File: config.mk
export PLATFORM = sky130hd
export DESIGN_NAME = bpa_ram
export DESIGN_NICKNAME = d
export VERILOG_FILES = /design/src/design/bpa_ram.sv
export SDC_FILE = /design/constraint.sdc
export NUM_CORES = 2
export LEC_CHECK = 0
export ABC_CLOCK_PERIOD_IN_PS = 10400
export BUFFER_PORTS_ARGS = -buffer_cell sky130_fd_sc_hd__buf_4
export CAP_MARGIN = 40
export CORE_MARGIN = 4
export CORE_UTILIZATION = 60
export CTS_CLUSTER_SIZE = 16
export DETAILED_ROUTE_END_ITERATION = 12
export PLACE_DENSITY = 0.76
export SYNTH_ARGS = -nofsm -noshare
export SYNTH_HDL_FRONTEND = slang
export SYNTH_SLANG_ARGS = --single-unit
File: constraint.sdc
create_clock -name clock -period 10.4 [get_ports clock]
set_input_delay 1.04 -clock clock [delete_from_list [all_inputs] [get_ports clock]]
set_output_delay 1.04 -clock clock [all_outputs]
set_load 0.1 [all_outputs]
File: src/design/bpa_ram.sv
`timescale 1ns / 1ps
// ----------------------------------------------------------------------------
// bpa_ram
// Generic single write, single read memory with registered read data.
// ----------------------------------------------------------------------------
module bpa_ram #(
   parameter int unsigned WIDTH = 32,
   parameter int unsigned DEPTH = 128
) (
   input  logic                                    clock,
   input  logic                                    wr_en,
   input  logic [(DEPTH > 1 ? $clog2(DEPTH) : 1)-1:0] wr_addr,
   input  logic [WIDTH-1:0]                        wr_data,
   input  logic                                    rd_en,
   input  logic [(DEPTH > 1 ? $clog2(DEPTH) : 1)-1:0] rd_addr,
   output logic [WIDTH-1:0]                        rd_data
);

   logic [WIDTH-1:0] mem_ff [DEPTH];
   logic [WIDTH-1:0] rd_data_ff;

   always_ff @(posedge clock) begin
      if (wr_en) begin
         mem_ff[wr_addr] <= wr_data;
      end
      if (rd_en) begin
         rd_data_ff <= mem_ff[rd_addr];
      end
   end

   assign rd_data = rd_data_ff;

endmodule

# Yosys cells after proc, flatten, opt, wreduce, memory -nomap -nowiden
# Memory sizes are Yosys's and may differ from the RTL's. A register that Yosys moved wholly into a read port is not among the register bits.
# Cells that the tools add are included.
# totals
mem_bits_rw,4096
reg_bits,0
out_inout_bits,32
mem_count,1
rom_bits,0
inputBits,49
latch_bits,0
# op_classes
n_reduce_logical,0
multipliers,0
shift,0
muxes,2
eq_ne,0
addsub,0
n_lt_le_gt_ge,0
n_div,0
bitwise,0
# memory_table
memory,depth,width,rd,rd_clocked_by_memory_dff,write_ports,line_no,text
mem_ff,128,32,1,1,1,19,logic [WIDTH-1:0] mem_ff [DEPTH];
# ops
operator,count
$mux 1,2

# Logic depth before layout (Yosys ltp)
# logic_depth
depth_word,2
ltp_mapped,8
depth_no_buf,4

# Least setup slack after synthesis
# Ideal clock, no wire load.
# synth_timing
path_type,input port to flip-flop
from,input port wr_en
to,memory mem_ff[98][0] (enable)
setup_slack_ns,6.121
stages,3
required_ns,9.939
setup_ns,0.461
t_arrival_ns,3.818
cell_sequence,clkbuf_1 -> nand4_1 -> nor3_1
# synth_via
elab_chain_cells,2
# synth_lines
element,line_no,text
start: declaration,11,"input logic wr_en,"
$mux 1,23,if (wr_en) begin
$mux 1 (implied by the code),24,mem_ff[wr_addr] <= wr_data;
end: declaration,19,
# Every way passes these cells.

==> results.sh <==
export IMPL_status="complete, no violations"
export IMPL_slew_headroom_pct=27.30
export IMPL_vias=74750
export IMPL_fill_cells=14420
export IMPL_antenna_found_initial=61
export IMPL_syn_avg_cell_area_um2=26.14
export IMPL_wl_per_cell_um=43.66
export IMPL_crit_fanout=95
export IMPL_via_per_inst=7.342
export IMPL_synth_compound_area_share_pct=0
export IMPL_synth_simple_area_share_pct=0.4450
export IMPL_multiInputGateArea_mm2=0.03229
export IMPL_synth_top_family_by_area="multiplexers"
export IMPL_max_slew_worst_pin_slew_ns=1.090
export IMPL_ff_latch_area_mm2=0.1240
export IMPL_antenna_left=0
export IMPL_rsz0062_at_grt="false"
export IMPL_drive_gt1_share_pct=35.48
export IMPL_hold_viol_final=0
export IMPL_die_width_um=518.9
export IMPL_maxCapViolations=0
export IMPL_core_mm2=0.2597
export IMPL_grt_met3_usage_pct=8.489
export IMPL_syn_area_mm2=0.1566
export IMPL_grt_max_degree=145
export IMPL_die_h_um=518.9
export IMPL_synth_adder_area_share_pct=0
export IMPL_layoutNonFillerInstCount=10180
export IMPL_cts_buffers=408
export IMPL_fin_ws_ns=6.056
export IMPL_r2r_start="mem_ff[66][12]$_DFFE_PP_"
export IMPL_synth_edf_count=4128
export IMPL_synthTopCellsByArea="edfxtp_1 (79%), mux4_2 (19%), clkbuf_1 (0.44%)"
export IMPL_skew_ns=0.09932
export IMPL_synth_cells=5990
export IMPL_crit_chain="buf_8 -> buf_12 -> buf_4 -> mux4_2 -> mux4_2 -> mux4_2 -> mux2_2"
export IMPL_async_reset_ff_share_pct=0
export IMPL_synth_area_leader_cell="edfxtp_1"
export IMPL_worstSetupPathDepth=7
export IMPL_grt_overflow_total=0
export IMPL_synth_warnings=0
export IMPL_clock_latency_ns=1.04
export IMPL_setup_tns_ns=0
export IMPL_cts_htree_levels=5
export IMPL_hold_buffers=0
export IMPL_synth_flop_cell="edfxtp_1"
export IMPL_start_util_pct=60.30
export IMPL_ir_worst_vdd_v=0.0002101
export IMPL_max_stage_delay_ns=0.69
export IMPL_post_cts_resized=0
export IMPL_fmax_mhz=230.2
export IMPL_place_congestion=0.8091
export IMPL_tritoncts="yes"
export IMPL_syn_num_nets=6039
export IMPL_hold_path_class="primary input to flop"
export IMPL_slowest_stage="buf_4"
export IMPL_synth_area_mux_share_pct=19.56
export IMPL_start_kind="primary input"
export IMPL_drt_iter0_markers=14720
export IMPL_end_kind="flop"
export IMPL_io_buffers=80
export IMPL_gr_usage_met2_pct=51.63
export IMPL_crit_required_ns=11.15
export IMPL_stdcell_area_mm2=0.1769
export IMPL_num_nets_final=6455
export IMPL_synth_most_common_cell="edfxtp_1"
export IMPL_dieArea_mm2=0.2692
export IMPL_min_period_ns=4.344
export IMPL_worst_ep_arrival_time_ns=5.09
export IMPL_post_synth_num_cell_types=16
export IMPL_hold_path_startpoint="wr_data[20]"
export IMPL_grt_pass1_vias=76830
export IMPL_period_share_pct=41.77
export IMPL_firstDrtPassIters=5
export IMPL_grt_busiest_layer="met2"
export IMPL_synth_xor_area_share_pct=0
export IMPL_hold_depth=1
export IMPL_yosysTopAreaCellShare_pct=79.16
export IMPL_wl_mm=444.5
export IMPL_grt_use_total_pct=33.46
export IMPL_grt_first_pass_wirelength_mm=621.2
export IMPL_critPathBufInv=3
export IMPL_setup_viol=0
export IMPL_cts_setup_buffers=0
export IMPL_critPathLaunch="rd_addr[2]"
export IMPL_r2r_cells=4
export IMPL_p_leak_nw=54.23
export IMPL_cellPowerDensity_mw_per_mm2=198.1
export IMPL_area_growth_pct=12.98
export IMPL_cpMostUsedCell="mux4_2"
export IMPL_dp_slack_ns=5.026
export IMPL_crit_family="multiplexers"
export IMPL_place_area_mm2=0.1636
export IMPL_synth_seq_cells=4128
export IMPL_drv_slew=0
export IMPL_cts_max_path_buffers=4
export IMPL_yosysSeqAreaShare_pct=79.16
export IMPL_cts_sinks=4128
export IMPL_synth_common_cells="edfxtp_1 (4128), mux4_2 (1344), clkbuf_1 (182)"
export IMPL_clock_root_buffer="clkbuf_16"
export IMPL_drc=0
export IMPL_pin_count=81
export IMPL_place_inst=9391
export IMPL_worstSetupPathType="primary input to flop"
export IMPL_num_rows=187
export IMPL_clkTransAtPathRegs_ns=0.06
export IMPL_place_hpwl_mm=220.2
export IMPL_grt_met1_usage_pct=44.62
## cells by family (layout without fill, tap and decap cells)
kind of cell	after synthesis	in the layout
other cells	0	54
mux	1376	1376
buf+inv	316	1051
flops	4128	4128
simple gates	170	170
## worst paths after layout
kind / slack [ns] / to
setup reg to reg: 7.44 / rd_data[12]$_DFFE_PP_
hold / removal: 0.44 / mem_ff[88][20]$_DFFE_PP_
setup / recovery: 6.06 / rd_data[15]$_DFFE_PP_
hold reg to reg: 1.23 / rd_data[5]$_DFFE_PP_
## state kept, by name, indices dropped and copies added, names as in the netlist
signal   cells
mem_ff    4096
rd_data     32
## cells in the final DEF (no fill, tap or decap), types with 2 or more instances in the layout
master / Yosys / layout
nor2_4: 0 / 119
nor3_2: 0 / 9
clkinv_4: 0 / 6
nand4_1: 3 / 3
nand3_1: 12 / 8
nand2_1: 14 / 11
nand2b_1: 2 / 2
buf_4: 3 / 268
inv_6: 0 / 5
clkbuf_1: 182 / 77
buf_6: 2 / 2
nor2b_1: 7 / 7
edfxtp_1: 4128 / 4128
mux4_2: 1344 / 1344
nor2_1: 122 / 3
clkinv_8: 0 / 3
buf_8: 0 / 8
diode_2: 0 / 54
clkinv_1: 0 / 99
clkbuf_16: 0 / 413
nand2_2: 0 / 3
buf_16: 0 / 23
nand3_2: 0 / 4
clkinv_2: 0 / 54
buf_12: 0 / 21
clkinvlp_4: 0 / 22
bufinv_16: 0 / 48
mux2_2: 32 / 32
## power breakdown
part,switching (mW),total [mW],leakage (nW),internal (mW)
registers,0.0585,18.4,37.1,18.4
clock network,6.25,14.7,6.32,8.44
logic,1.21,1.90,10.8,0.685
total,7.52,35.0,54.2,27.5
## final cells by class
cell class                 count  share of cell area, %
clock buffer                 490                  6.005
tap                         3402                  2.406
timing repair buffer         322                  1.813
antenna                       54                0.07638
multi-input combinational   1546                  18.25
clock inverter               239                  1.381
sequential                  4128                  70.07
## metrics by stage
stage / power, mW / hold slack, ns / util, %
after CTS: 35.09 / 0.4074 / 68.02
after floorplan: 19.76 / 1.139 / -
after global placement: 20.56 / 1.189 / 62.73
after global routing: 35.95 / 0.4376 / 68.11
final: 35.04 / 0.4423 / 68.12
after detailed placement: 20.63 / 1.200 / 62.98
## layer usage
layer | up-vias | share of wire, %
met2 | 6808 | 48
met1 | 39420 | 32
li1 | 27280 | -
met3 | 1199 | 14
met5 | - | 0.055
met4 | 36 | 6.2
Note: power is estimated with default switching activity, not from simulation.
