<file path="config.mk">
export PLATFORM = sky130hd
export DESIGN_NAME = bpa_word_find
export DESIGN_NICKNAME = d
export VERILOG_FILES = /design/src/design/bpa_word_find.sv
export SDC_FILE = /design/constraint.sdc
export NUM_CORES = 1
export LEC_CHECK = 0
export BUFFER_PORTS_ARGS = -buffer_cell sky130_fd_sc_hd__buf_2
export CAP_MARGIN = 20
export CELL_PAD_IN_SITES_DETAIL_PLACEMENT = 2
export CELL_PAD_IN_SITES_GLOBAL_PLACEMENT = 2
export CORE_MARGIN = 2
export CORE_UTILIZATION = 29
export DETAILED_ROUTE_END_ITERATION = 10
export GPL_TIMING_DRIVEN = 0
export PLACE_DENSITY_LB_ADDON = 0.1
export SLEW_MARGIN = 40
export SYNTH_ARGS = -nofsm -noshare
export SYNTH_HDL_FRONTEND = slang
export SYNTH_SLANG_ARGS = --single-unit
</file>
<file path="constraint.sdc">
create_clock -name vclk -period 2.6
set_input_delay 0.13 -clock vclk [all_inputs]
set_output_delay 0.13 -clock vclk [all_outputs]
set_load 0.005 [all_outputs]
</file>
<file path="src/design/bpa_word_find.sv">
`timescale 1ns / 1ps
// ----------------------------------------------------------------------------
// bpa_word_find
// Finds the lowest clear bit of one map word inside the allowed page window.
// ----------------------------------------------------------------------------
module bpa_word_find #(
   parameter int unsigned WORD_BITS = 32
) (
   input  logic [WORD_BITS-1:0]         word,
   input  logic                         first,
   input  logic [$clog2(WORD_BITS)-1:0] first_bit,
   input  logic                         last,
   input  logic [$clog2(WORD_BITS)-1:0] last_bit,
   output logic                         found,
   output logic [$clog2(WORD_BITS)-1:0] bit_idx
);

   localparam int unsigned LW = $clog2(WORD_BITS);

   logic [WORD_BITS-1:0] cand;

   always_comb begin
      for (int b = 0; b < WORD_BITS; b++) begin
         cand[b] = !word[b]
                   && (!first || (LW'(b) >= first_bit))
                   && (!last  || (LW'(b) <= last_bit));
      end
   end

   // lowest candidate wins
   always_comb begin
      found   = 1'b0;
      bit_idx = '0;
      for (int b = WORD_BITS - 1; b >= 0; b--) begin
         if (cand[b]) begin
            found   = 1'b1;
            bit_idx = LW'(b);
         end
      end
   end

endmodule

</file>
Yosys cells after proc, flatten, opt, wreduce, memory -nomap -nowiden
Index checks and enable logic that the tools add are counted.
Operators by class
  magnitude comparators: 64
  muxes and demuxes: 64
  reduce and logical (&&, ||, !) cells: 162
Operators by type and width (number)
  2-to-1 mux 5 bit: 32
  greater-or-equal comparator 5 bit, first input constant: 16
  less-or-equal comparator 5 bit, first input constant: 16
  logical AND 1 bit: 64
  logical OR 1 bit: 64
  greater-or-equal comparator 4 x 5 -> 1 bit, first input constant: 8
  less-or-equal comparator 4 x 5 -> 1 bit, first input constant: 8
  zero test 1 bit: 34
  2-to-1 mux 1 bit: 32
  greater-or-equal comparator 3 x 5 -> 1 bit, first input constant: 4
  less-or-equal comparator 3 x 5 -> 1 bit, first input constant: 4
  greater-or-equal comparator 1 x 5 -> 1 bit, first input constant: 2
  greater-or-equal comparator 2 x 5 -> 1 bit, first input constant: 2
  less-or-equal comparator 1 x 5 -> 1 bit, first input constant: 2
  less-or-equal comparator 2 x 5 -> 1 bit, first input constant: 2
Storage, ports and cells
  bits in registers: 0
  input port bits: 44
  word-level logic and storage cells: 290

Depth between registers and ports, before layout
Gate-level depths: netlist (run 1).
  depth after elaboration: 36
  mapped depth: 9

Worst setup path before layout (run 1)
Ideal clock, no wire load.
  path kind: input to output
  start: in last_bit[3]
  end: out bit_idx[2]
  arrival time: 1.668 ns
  data required time: 2.470 ns
  setup slack: 0.802 ns
  stages: 8
  buffers on the path: 1
  cell sequence: buf_4 nor3b_4 nor2_1 o311ai_4 o21ai_2 or2_4 or3_1 a31oi_1
Between the ends
  word-level cells in the longest chain between the ends: 35
  elaborated cells on any way between the ends: 128
  classes of those cells: order compare: 32; mux: 32; reduce/logical: 64
RTL lines
  start: declaration: line 13  | input logic [$clog2(WORD_BITS)-1:0] last_bit,
  less-or-equal comparator 5 bit: line 26  | && (!last || (LW'(b) <= last_bit));
  logical OR 1 bit: line 26
  logical AND 1 bit: line 26
  2-to-1 mux 5 bit (31 in a row): line 35  | if (cand[b]) begin
  2-to-1 mux 5 bit *: line 35
  end: declaration: line 15  | output logic [$clog2(WORD_BITS)-1:0] bit_idx
Mark *: on every way between the ends. The rest lies on a longest branch, timed or not.

Worst setup path after layout (run 1)
  start: in last_bit[2]
  end: out bit_idx[1]
The elaborated chain is that of the path after synthesis.

==> results of run 1 <==
cell usage in the layout (no fill, tap or decap), drive strengths merged, types with 3 or more instances in the layout:
| master | synthesis | layout |
|---|---|---|
| nor2b | 3 | 3 |
| a211oi | 5 | 5 |
| buf | 18 | 64 |
| or3 | 3 | 3 |
| nor2 | 14 | 14 |
| inv | 3 | 3 |
| a31o | 4 | 4 |
| o21ai | 24 | 24 |
| a31oi | 3 | 3 |
| a21boi | 3 | 3 |
| a2111oi | 3 | 3 |
| a221oi | 6 | 6 |
| and2 | 4 | 4 |
| nand2b | 5 | 5 |
| nand3 | 6 | 6 |
| nor3b | 5 | 5 |
| nor3 | 5 | 5 |
| nand2 | 14 | 14 |
| a21o | 9 | 9 |
| or2 | 6 | 6 |
| o211ai | 4 | 4 |
| nor4 | 3 | 3 |
| a21oi | 18 | 18 |
| o21a | 4 | 4 |
| a211o | 3 | 3 |
final cells by class:
class	instances	area share, %
multi-input cells	182	74.0
repair buffers	46	14.1
plain buffers	20	7.27
well taps	52	3.98
inverters	3	0.689
power breakdown:
| part | internal (mW) | total (mW) | switching [mW] |
|---|---|---|---|
| clock | 0 | 0 | 0 |
| sequential | 0 | 0 | 0 |
| combinational | 0.127 | 0.313 | 0.185 |
synthesized netlist by cell type (3+ instances only):
cell	number	area [µm²]
a211o_1	3	26.3
a211oi_1	5	37.5
a221oi_1	4	35.0
nor2b_1	3	18.8
a31oi_1	3	18.8
o21ai_0	21	105
buf_4	6	45.0
nand3_1	6	30.0
a21oi_1	18	90.1
or3_1	3	18.8
nor3_1	5	25.0
inv_1	3	11.3
nand2b_1	5	31.3
o211ai_1	4	30.0
nor2_1	14	52.6
a21o_1	9	67.6
and2_1	4	25.0
nor3b_1	4	30.0
buf_2	11	55.1
or2_2	3	18.8
nor4_1	3	18.8
nand2_1	14	52.6
o21a_1	4	30.0
metrics by stage:
step	util (%)	hold WS, ns
3_3_place_gp	37.0	0.713
2_1_floorplan	-	0.487
3_5_place_dp	37.0	0.730
5_1_grt	37.0	0.805
4_1_cts	37.0	0.727
6_report	37.0	0.719
per-layer routing:
layer	global-route usage, %	up-vias	wire (µm)
met3	0.417	3	235
met4	2.10	0	33
met2	45.8	43	3150
li1	-	902	-
met5	0	-	0
met1	34.5	932	2900
tightest hold or removal path: cells and delay by family:
family | cells | cell delay [ns]
buf+inv | 2 | 0.20
compound gates | 3 | 0.27
path summary, 6_finish.rpt:
path / start / to
hold / removal: word[3] / bit_idx[0]
setup / recovery: last_bit[2] / bit_idx[1]
cell families after synthesis:
family	share of synthesized area, %
AO/OA/AOI/OAI	55.6
buffers and inverters	9.71
AND/OR/NAND/NOR	34.7
==> impl_metrics.yaml, run 1 <==
timing:
  hold_viol: 0
  setup_slack_ns: 0.269
  drv_slew: 0
  slew_headroom_pct: 51.9
  rsz0062_at_grt: "no"
  min_period_over_period_pct: 89.6
  max_freq_mhz: 429
  finalSetupTns_ns: 0
  finalSetupViolCount: 0
  worst_pin_slew_ns: 0.703
  min_period_ns: 2.33
critical_path:
  crit_buf_inv: 4
  crit_required_ns: 2.47
  crit_slowest_cell: "o311ai_0"
  critPathMostFrequentCell: "buf_2"
  endpoint_kind: "output port"
  critPathTopFamily: "compound AO/OA/AOI/OAI gates"
  path_depth: 11
  cp_cell_sequence: "buf_2 > buf_2 > buf_4 > nand2_1 > o21ai_0 > o21ai_0 > o311ai_0 > a31o_1 > a311oi_1 > nor2_1 > buf_2"
  crit_type: "input pin to output port"
  start_kind: "input pin"
  crit_fanout: 10
  cpPeakStageDelay_ns: 0.38
  arrival_ns: 2.20
clocking:
  cts_setup_buffers: 0
  cts-resized-gates: 0
  cts_hold_buf: 0
grt:
  grt_usage_pct: 25.1
  gr-total-overflow: 0
  grt_pass1_vias: 1992
  grt_pass1_wl_um: 10300
  antenna_found_initial: 0
  grt_max_degree: 11
logic_synthesis:
  synth_cell_type_count: 58
  synth_area_mm2: 0.00134
  yosysWarnings: 0
  synth_area_per_cell_um2: 6.54
  syn_nets: 249
  synthCells: 205
  synth-seq-area-share_pct: 0
placement:
  place_hpwl_um: 5160
  io_buffers: 46
  dp_cells: 303
  gp_congestion: 0.846
  placed_cell_area_mm2: 0.00164
  place_ws_ns: 0.277
detailed_routing:
  first_pass_iters: 4
  drtIter0Drc: 82
  drc: 0
  via_count: 1880
  routed_wl_um: 6320
  viasPerCell: 6.20
  ant_nets: 0
  wl_per_cell_um: 20.9
status:
  status: "finished clean"
die:
  chipWidth_um: 72.0
  die_h_um: 72.0
  die-area_mm2: 0.00518
  fp-row-count: 24
  start_util_pct: 30.4
  core_mm2: 0.00441
  pin_count: 50
power:
  power.total_mw: 0.313
  p_leak_nw: 0.689
  peakVddDrop_mv: 0.0910
  power.density_mw_per_mm2: 191
final_layout:
  finish.instance_area_mm2: 0.00164
  areaGrowthSynthToFinish_pct: 22.0
  nets: 297
  clockBufferCount: 0
  stdcell_count: 303
  fill_cells: 600
  drive_above_1_share_pct: 31.5
  n_antenna_cell: 0
  multi_input_comb_area_mm2: 0.00121
  ff_latch_area_um2: 0
  seq_cell_count: 0
hold_path:
  hold_path_depth: 5
  min_path_type: "input pin to output port"
flow_run:
  drv_cap: 0
Note: power is estimated with default switching activity, not from simulation.
==> run 2: changes to the inputs <==
--- a/config.mk
+++ b/config.mk
@@ -7,10 +7,10 @@
 export LEC_CHECK = 0
 export BUFFER_PORTS_ARGS = -buffer_cell sky130_fd_sc_hd__buf_2
 export CAP_MARGIN = 20
-export CELL_PAD_IN_SITES_DETAIL_PLACEMENT = 2
-export CELL_PAD_IN_SITES_GLOBAL_PLACEMENT = 2
+export CELL_PAD_IN_SITES_DETAIL_PLACEMENT = 1
+export CELL_PAD_IN_SITES_GLOBAL_PLACEMENT = 1
 export CORE_MARGIN = 2
-export CORE_UTILIZATION = 29
+export CORE_UTILIZATION = 39
 export DETAILED_ROUTE_END_ITERATION = 10
 export GPL_TIMING_DRIVEN = 0
 export PLACE_DENSITY_LB_ADDON = 0.1
==> impl_metrics.yaml, run 2 (synthesized netlist as in run 1, its figures left out) <==
critical_path:
  start_kind: "input pin"
  endpoint_kind: "output port"
  arrival_ns: 2.21
  crit_fanout: 10
  crit_required_ns: 2.47
  crit_type: "input pin to output port"
grt:
  grt_pass1_wl_um: 8830
  gr-total-overflow: 0
  grt_usage_pct: 27.4
  grt_max_degree: 11
  antenna_found_initial: 0
  grt_pass1_vias: 1900
detailed_routing:
  viasPerCell: 6.36
  routed_wl_um: 5440
  via_count: 1888
  wl_per_cell_um: 18.3
  met1_length_um: 2380
  drc: 0
  wl_met2_um: 2510
  top_layer: "met4"
  drtIter0Drc: 114
  ant_nets: 0
  first_pass_iters: 4
  met3WireLength_um: 389
power:
  p_comb_share_pct: 100.0
  p_switching_mw: 0.179
  seqPwrFrac_pct: 0
  internal_power_mw: 0.127
  p_clk_share_pct: 0
  power.density_mw_per_mm2: 188
  p_leak_nw: 0.689
  peakVddDrop_mv: 0.0965
  power.total_mw: 0.307
  swShare_pct: 58.5
timing:
  slew_headroom_pct: 60.1
  max_freq_mhz: 428
  hold_viol: 0
  min_period_over_period_pct: 89.9
  worst_pin_slew_ns: 0.584
  rsz0062_at_grt: "no"
  whs_ns: 0.724
  finalSetupTns_ns: 0
  min_period_ns: 2.34
  finalSetupViolCount: 0
  drv_slew: 0
hold_path:
  min_path_type: "input pin to output port"
  hold_path_depth: 5
clocking:
  cts-resized-gates: 0
  cts_setup_buffers: 0
  cts_hold_buf: 0
final_layout:
  areaGrowthSynthToFinish_pct: 21.5
  nets: 297
  n_antenna_cell: 0
  final_common_cell: "buf_2"
  fill_cells: 494
  multi_input_comb_area_mm2: 0.00121
  ff_latch_area_um2: 0
  seq_cell_count: 0
  clockBufferCount: 0
  final_cell_mix: "buf_2, o21ai_0, a21oi_1"
  drive_above_1_share_pct: 31.5
  finish.instance_area_mm2: 0.00163
status:
  status: "finished clean"
die:
  die_h_um: 62.6
  pin_count: 50
  chipWidth_um: 62.6
  start_util_pct: 40.5
  die-area_mm2: 0.00392
  core_mm2: 0.00331
  fp-row-count: 21
placement:
  place_hpwl_um: 4450
  gp_congestion: 0.877
  placed_cell_area_mm2: 0.00163
  io_buffers: 46
flow_run:
  drv_cap: 0
[run 2: cell counts in the layout (fill, tap and decap cells not counted)]
No cell type changed its count.
[run 2: power groups by stage]
| stage | clock network (mW) | logic, mW | registers, mW |
|---|---|---|---|
| floorplan | 0 | 0.201 | 0 |
| global placement | 0 | 0.297 | 0 |
| detailed placement | 0 | 0.301 | 0 |
| CTS | 0 | 0.302 | 0 |
| global route | 0 | 0.335 | 0 |
| finish | 0 | 0.307 | 0 |
[run 2: area by class of cell]
class | count | area share, %
Inverter | 3 | 0.692
Timing Repair Buffer | 46 | 14.1
Buffer | 20 | 7.30
Tap cell | 46 | 3.54
Multi-Input combinational cell | 182 | 74.3
[run 2: path summary, 6_finish.rpt]
kind,from,endpoint
worst max-delay path,last_bit[2],bit_idx[0]
worst min-delay path,word[3],bit_idx[0]
[run 2: metrics by stage]
step	setup WS (ns)	util [%]	cells
after floorplan	0.802	-	205
after global placement	0.287	49.2	297
after detailed placement	0.312	49.2	297
after CTS	0.291	49.2	297
after global routing	0.0679	49.2	297
final	0.264	49.2	297
[run 2: routing by layer]
metal / up-vias / track usage (%)
met3: 18 / 3.78
met1: 880 / 33.9
met2: 92 / 49.1
met5: - / 0
li1: 898 / -
met4: 0 / 8.06
[run 2: worst max-delay path, stage by stage]
cell       delay (ns)
buf_2            0.10
buf_2            0.17
nor3_1           0.45
a2111oi_2        0.19
a21oi_1          0.25
nand4b_1         0.14
o2111a_1         0.29
a211oi_1         0.26
o21ai_1          0.10
buf_2            0.13
==> run 3: changes to the inputs <==
--- a/config.mk
+++ b/config.mk
@@ -5,12 +5,13 @@
 export SDC_FILE = /design/constraint.sdc
 export NUM_CORES = 1
 export LEC_CHECK = 0
+export ABC_AREA = 1
 export BUFFER_PORTS_ARGS = -buffer_cell sky130_fd_sc_hd__buf_2
 export CAP_MARGIN = 20
 export CELL_PAD_IN_SITES_DETAIL_PLACEMENT = 1
 export CELL_PAD_IN_SITES_GLOBAL_PLACEMENT = 1
 export CORE_MARGIN = 2
-export CORE_UTILIZATION = 39
+export CORE_UTILIZATION = 34
 export DETAILED_ROUTE_END_ITERATION = 10
 export GPL_TIMING_DRIVEN = 0
 export PLACE_DENSITY_LB_ADDON = 0.1
==> impl_metrics.yaml, run 3 <==
logic_synthesis:
  yosysMostFrequentCell: "nand2_1"
  synth.top_cells.by_count: "nand2_1, nor2_1, inv_1"
  syn_nets: 297
  yosys.area.top_type_share_pct: 21.9
  synth_area_per_cell_um2: 4.75
  synth-seq-area-share_pct: 0
  synthCells: 253
  synth_top_area_cell: "nand2_1"
  synth.area.top_cells: "nand2_1, nor2_1, inv_1"
  synth_cell_type_count: 32
  synth_area_mm2: 0.00120
  yosysWarnings: 0
detailed_routing:
  drc: 0
  via_count: 1808
  routed_wl_um: 4970
  ant_nets: 0
  drtIter0Drc: 62
  viasPerCell: 5.24
  first_pass_iters: 4
  wl_per_cell_um: 14.4
timing:
  min_period_over_period_pct: 90.0
  hold_viol: 0
  drv_slew: 0
  min_period_ns: 2.34
  worst_pin_slew_ns: 0.584
  finalSetupViolCount: 0
  slew_headroom_pct: 60.7
  max_freq_mhz: 427
placement:
  io_buffers: 45
  gp_congestion: 0.911
  place_hpwl_um: 4340
  placed_cell_area_mm2: 0.00149
  dp_cells: 344
grt:
  grt_pass1_wl_um: 8470
  grt_usage_pct: 25.9
  gr-total-overflow: 0
  grt_max_degree: 11
  grt_pass1_vias: 1857
  antenna_found_initial: 0
die:
  fp-row-count: 21
  start_util_pct: 35.8
  die-area_mm2: 0.00403
  pin_count: 50
  core_mm2: 0.00336
  die_h_um: 63.5
  chipWidth_um: 63.5
final_layout:
  nets: 345
  areaGrowthSynthToFinish_pct: 32.0
  n_antenna_cell: 0
  drive_above_1_share_pct: 29.4
  fill_cells: 565
  seq_cell_count: 0
  stdcell_count: 345
  post-route-util_pct: 47.2
  final_cell_mix: "nand2_1, buf_2, nor2_1"
  multi_input_comb_area_mm2: 0.00108
  final_common_cell: "nand2_1"
  finish.instance_area_mm2: 0.00159
  ff_latch_area_um2: 0
  clockBufferCount: 0
status:
  status: "finished clean"
critical_path:
  start_kind: "input pin"
  critPathMostFrequentCell: "nor2_1"
  crit_fanout: 7
  arrival_ns: 2.21
  crit_required_ns: 2.47
  cpPeakStageDelay_ns: 0.47
  endpoint_kind: "output port"
  cp_cell_sequence: "clkbuf_4 > nor2_1 > inv_2 > a2111oi_1 > nor3_1 > nor2_1 > inv_1 > nor3_1 > nand2_1 > nor4_2 > inv_1 > nor2_1 > buf_2"
  crit_slowest_cell: "a2111oi_1"
  crit_type: "input pin to output port"
hold_path:
  hold_path_depth: 4
  min_path_type: "input pin to output port"
flow_run:
  drv_cap: 0
power:
  power.density_mw_per_mm2: 194
  p_leak_nw: 0.824
  peakVddDrop_mv: 0.0801
  power.total_mw: 0.308
clocking:
  cts_hold_buf: 0
## run 3: cell count changes after synthesis, sizes merged, moves of 6 or more
| cell | change |
|---|---|
| a21o | -9 |
| a221oi | -6 |
| buf | -12 |
| inv | +36 |
| nand2 | +59 |
| nand3 | +9 |
| nor2 | +30 |
| o21ai | -14 |
## run 3: final timing paths
path / from / to / slack, ns
max: last_bit[2] / bit_idx[4] / 0.26
min: word[0] / bit_idx[0] / 0.64
## run 3: worst max-delay path: cells and delay by family
family	cells	cell delay, ns
and+or+nand+nor	7	1.13
buffers and inverters	5	0.49
AOI/OAI and AO/OA	1	0.47
## run 3: power by group
part	switching, mW	internal, mW
registers	0	0
logic	0.193	0.115
clock network	0	0
total	0.193	0.115
## run 3: kinds of logic (layout without fill, tap and decap cells)
kind of cell	Yosys count	in the layout	synth area share (%)
AOI/OAI and AO/OA	56	56	28.9
buffers and inverters	47	93	15.9
and+or+nand+nor	150	150	55.2
## run 3: layer usage
metal / GRT usage, % / vias up / share of wire (%)
li1: - / 937 / -
met1: 33.2 / 818 / 43
met2: 49.9 / 53 / 52
met3: 0.714 / 0 / 5.4
met4: 1.09 / 0 / 0
met5: 0 / - / 0
## run 3: final cells by class
| class | instances | share of cell area, % |
|---|---|---|
| well taps | 46 | 3.62 |
| multi-input cells | 206 | 68.1 |
| plain buffers | 6 | 3.23 |
| inverters | 41 | 9.85 |
| repair buffers | 46 | 15.2 |
## run 3: repair_timing
action	in CTS	in global routing
gates resized for setup	0	29
setup buffers	0	1
endpoints found under the setup margin	0	4
endpoints found under the hold margin	0	0
## run 3: stage by stage
step | setup TNS, ns | hold slack, ns | worst slack, ns
6_report | 0 | 0.636 | 0.259
5_1_grt | -0.0805 | 0.664 | -0.0650
4_1_cts | 0 | 0.655 | 0.167
3_5_place_dp | 0 | 0.653 | 0.179
3_3_place_gp | 0 | 0.617 | 0.159
2_1_floorplan | 0 | 0.414 | 0.702
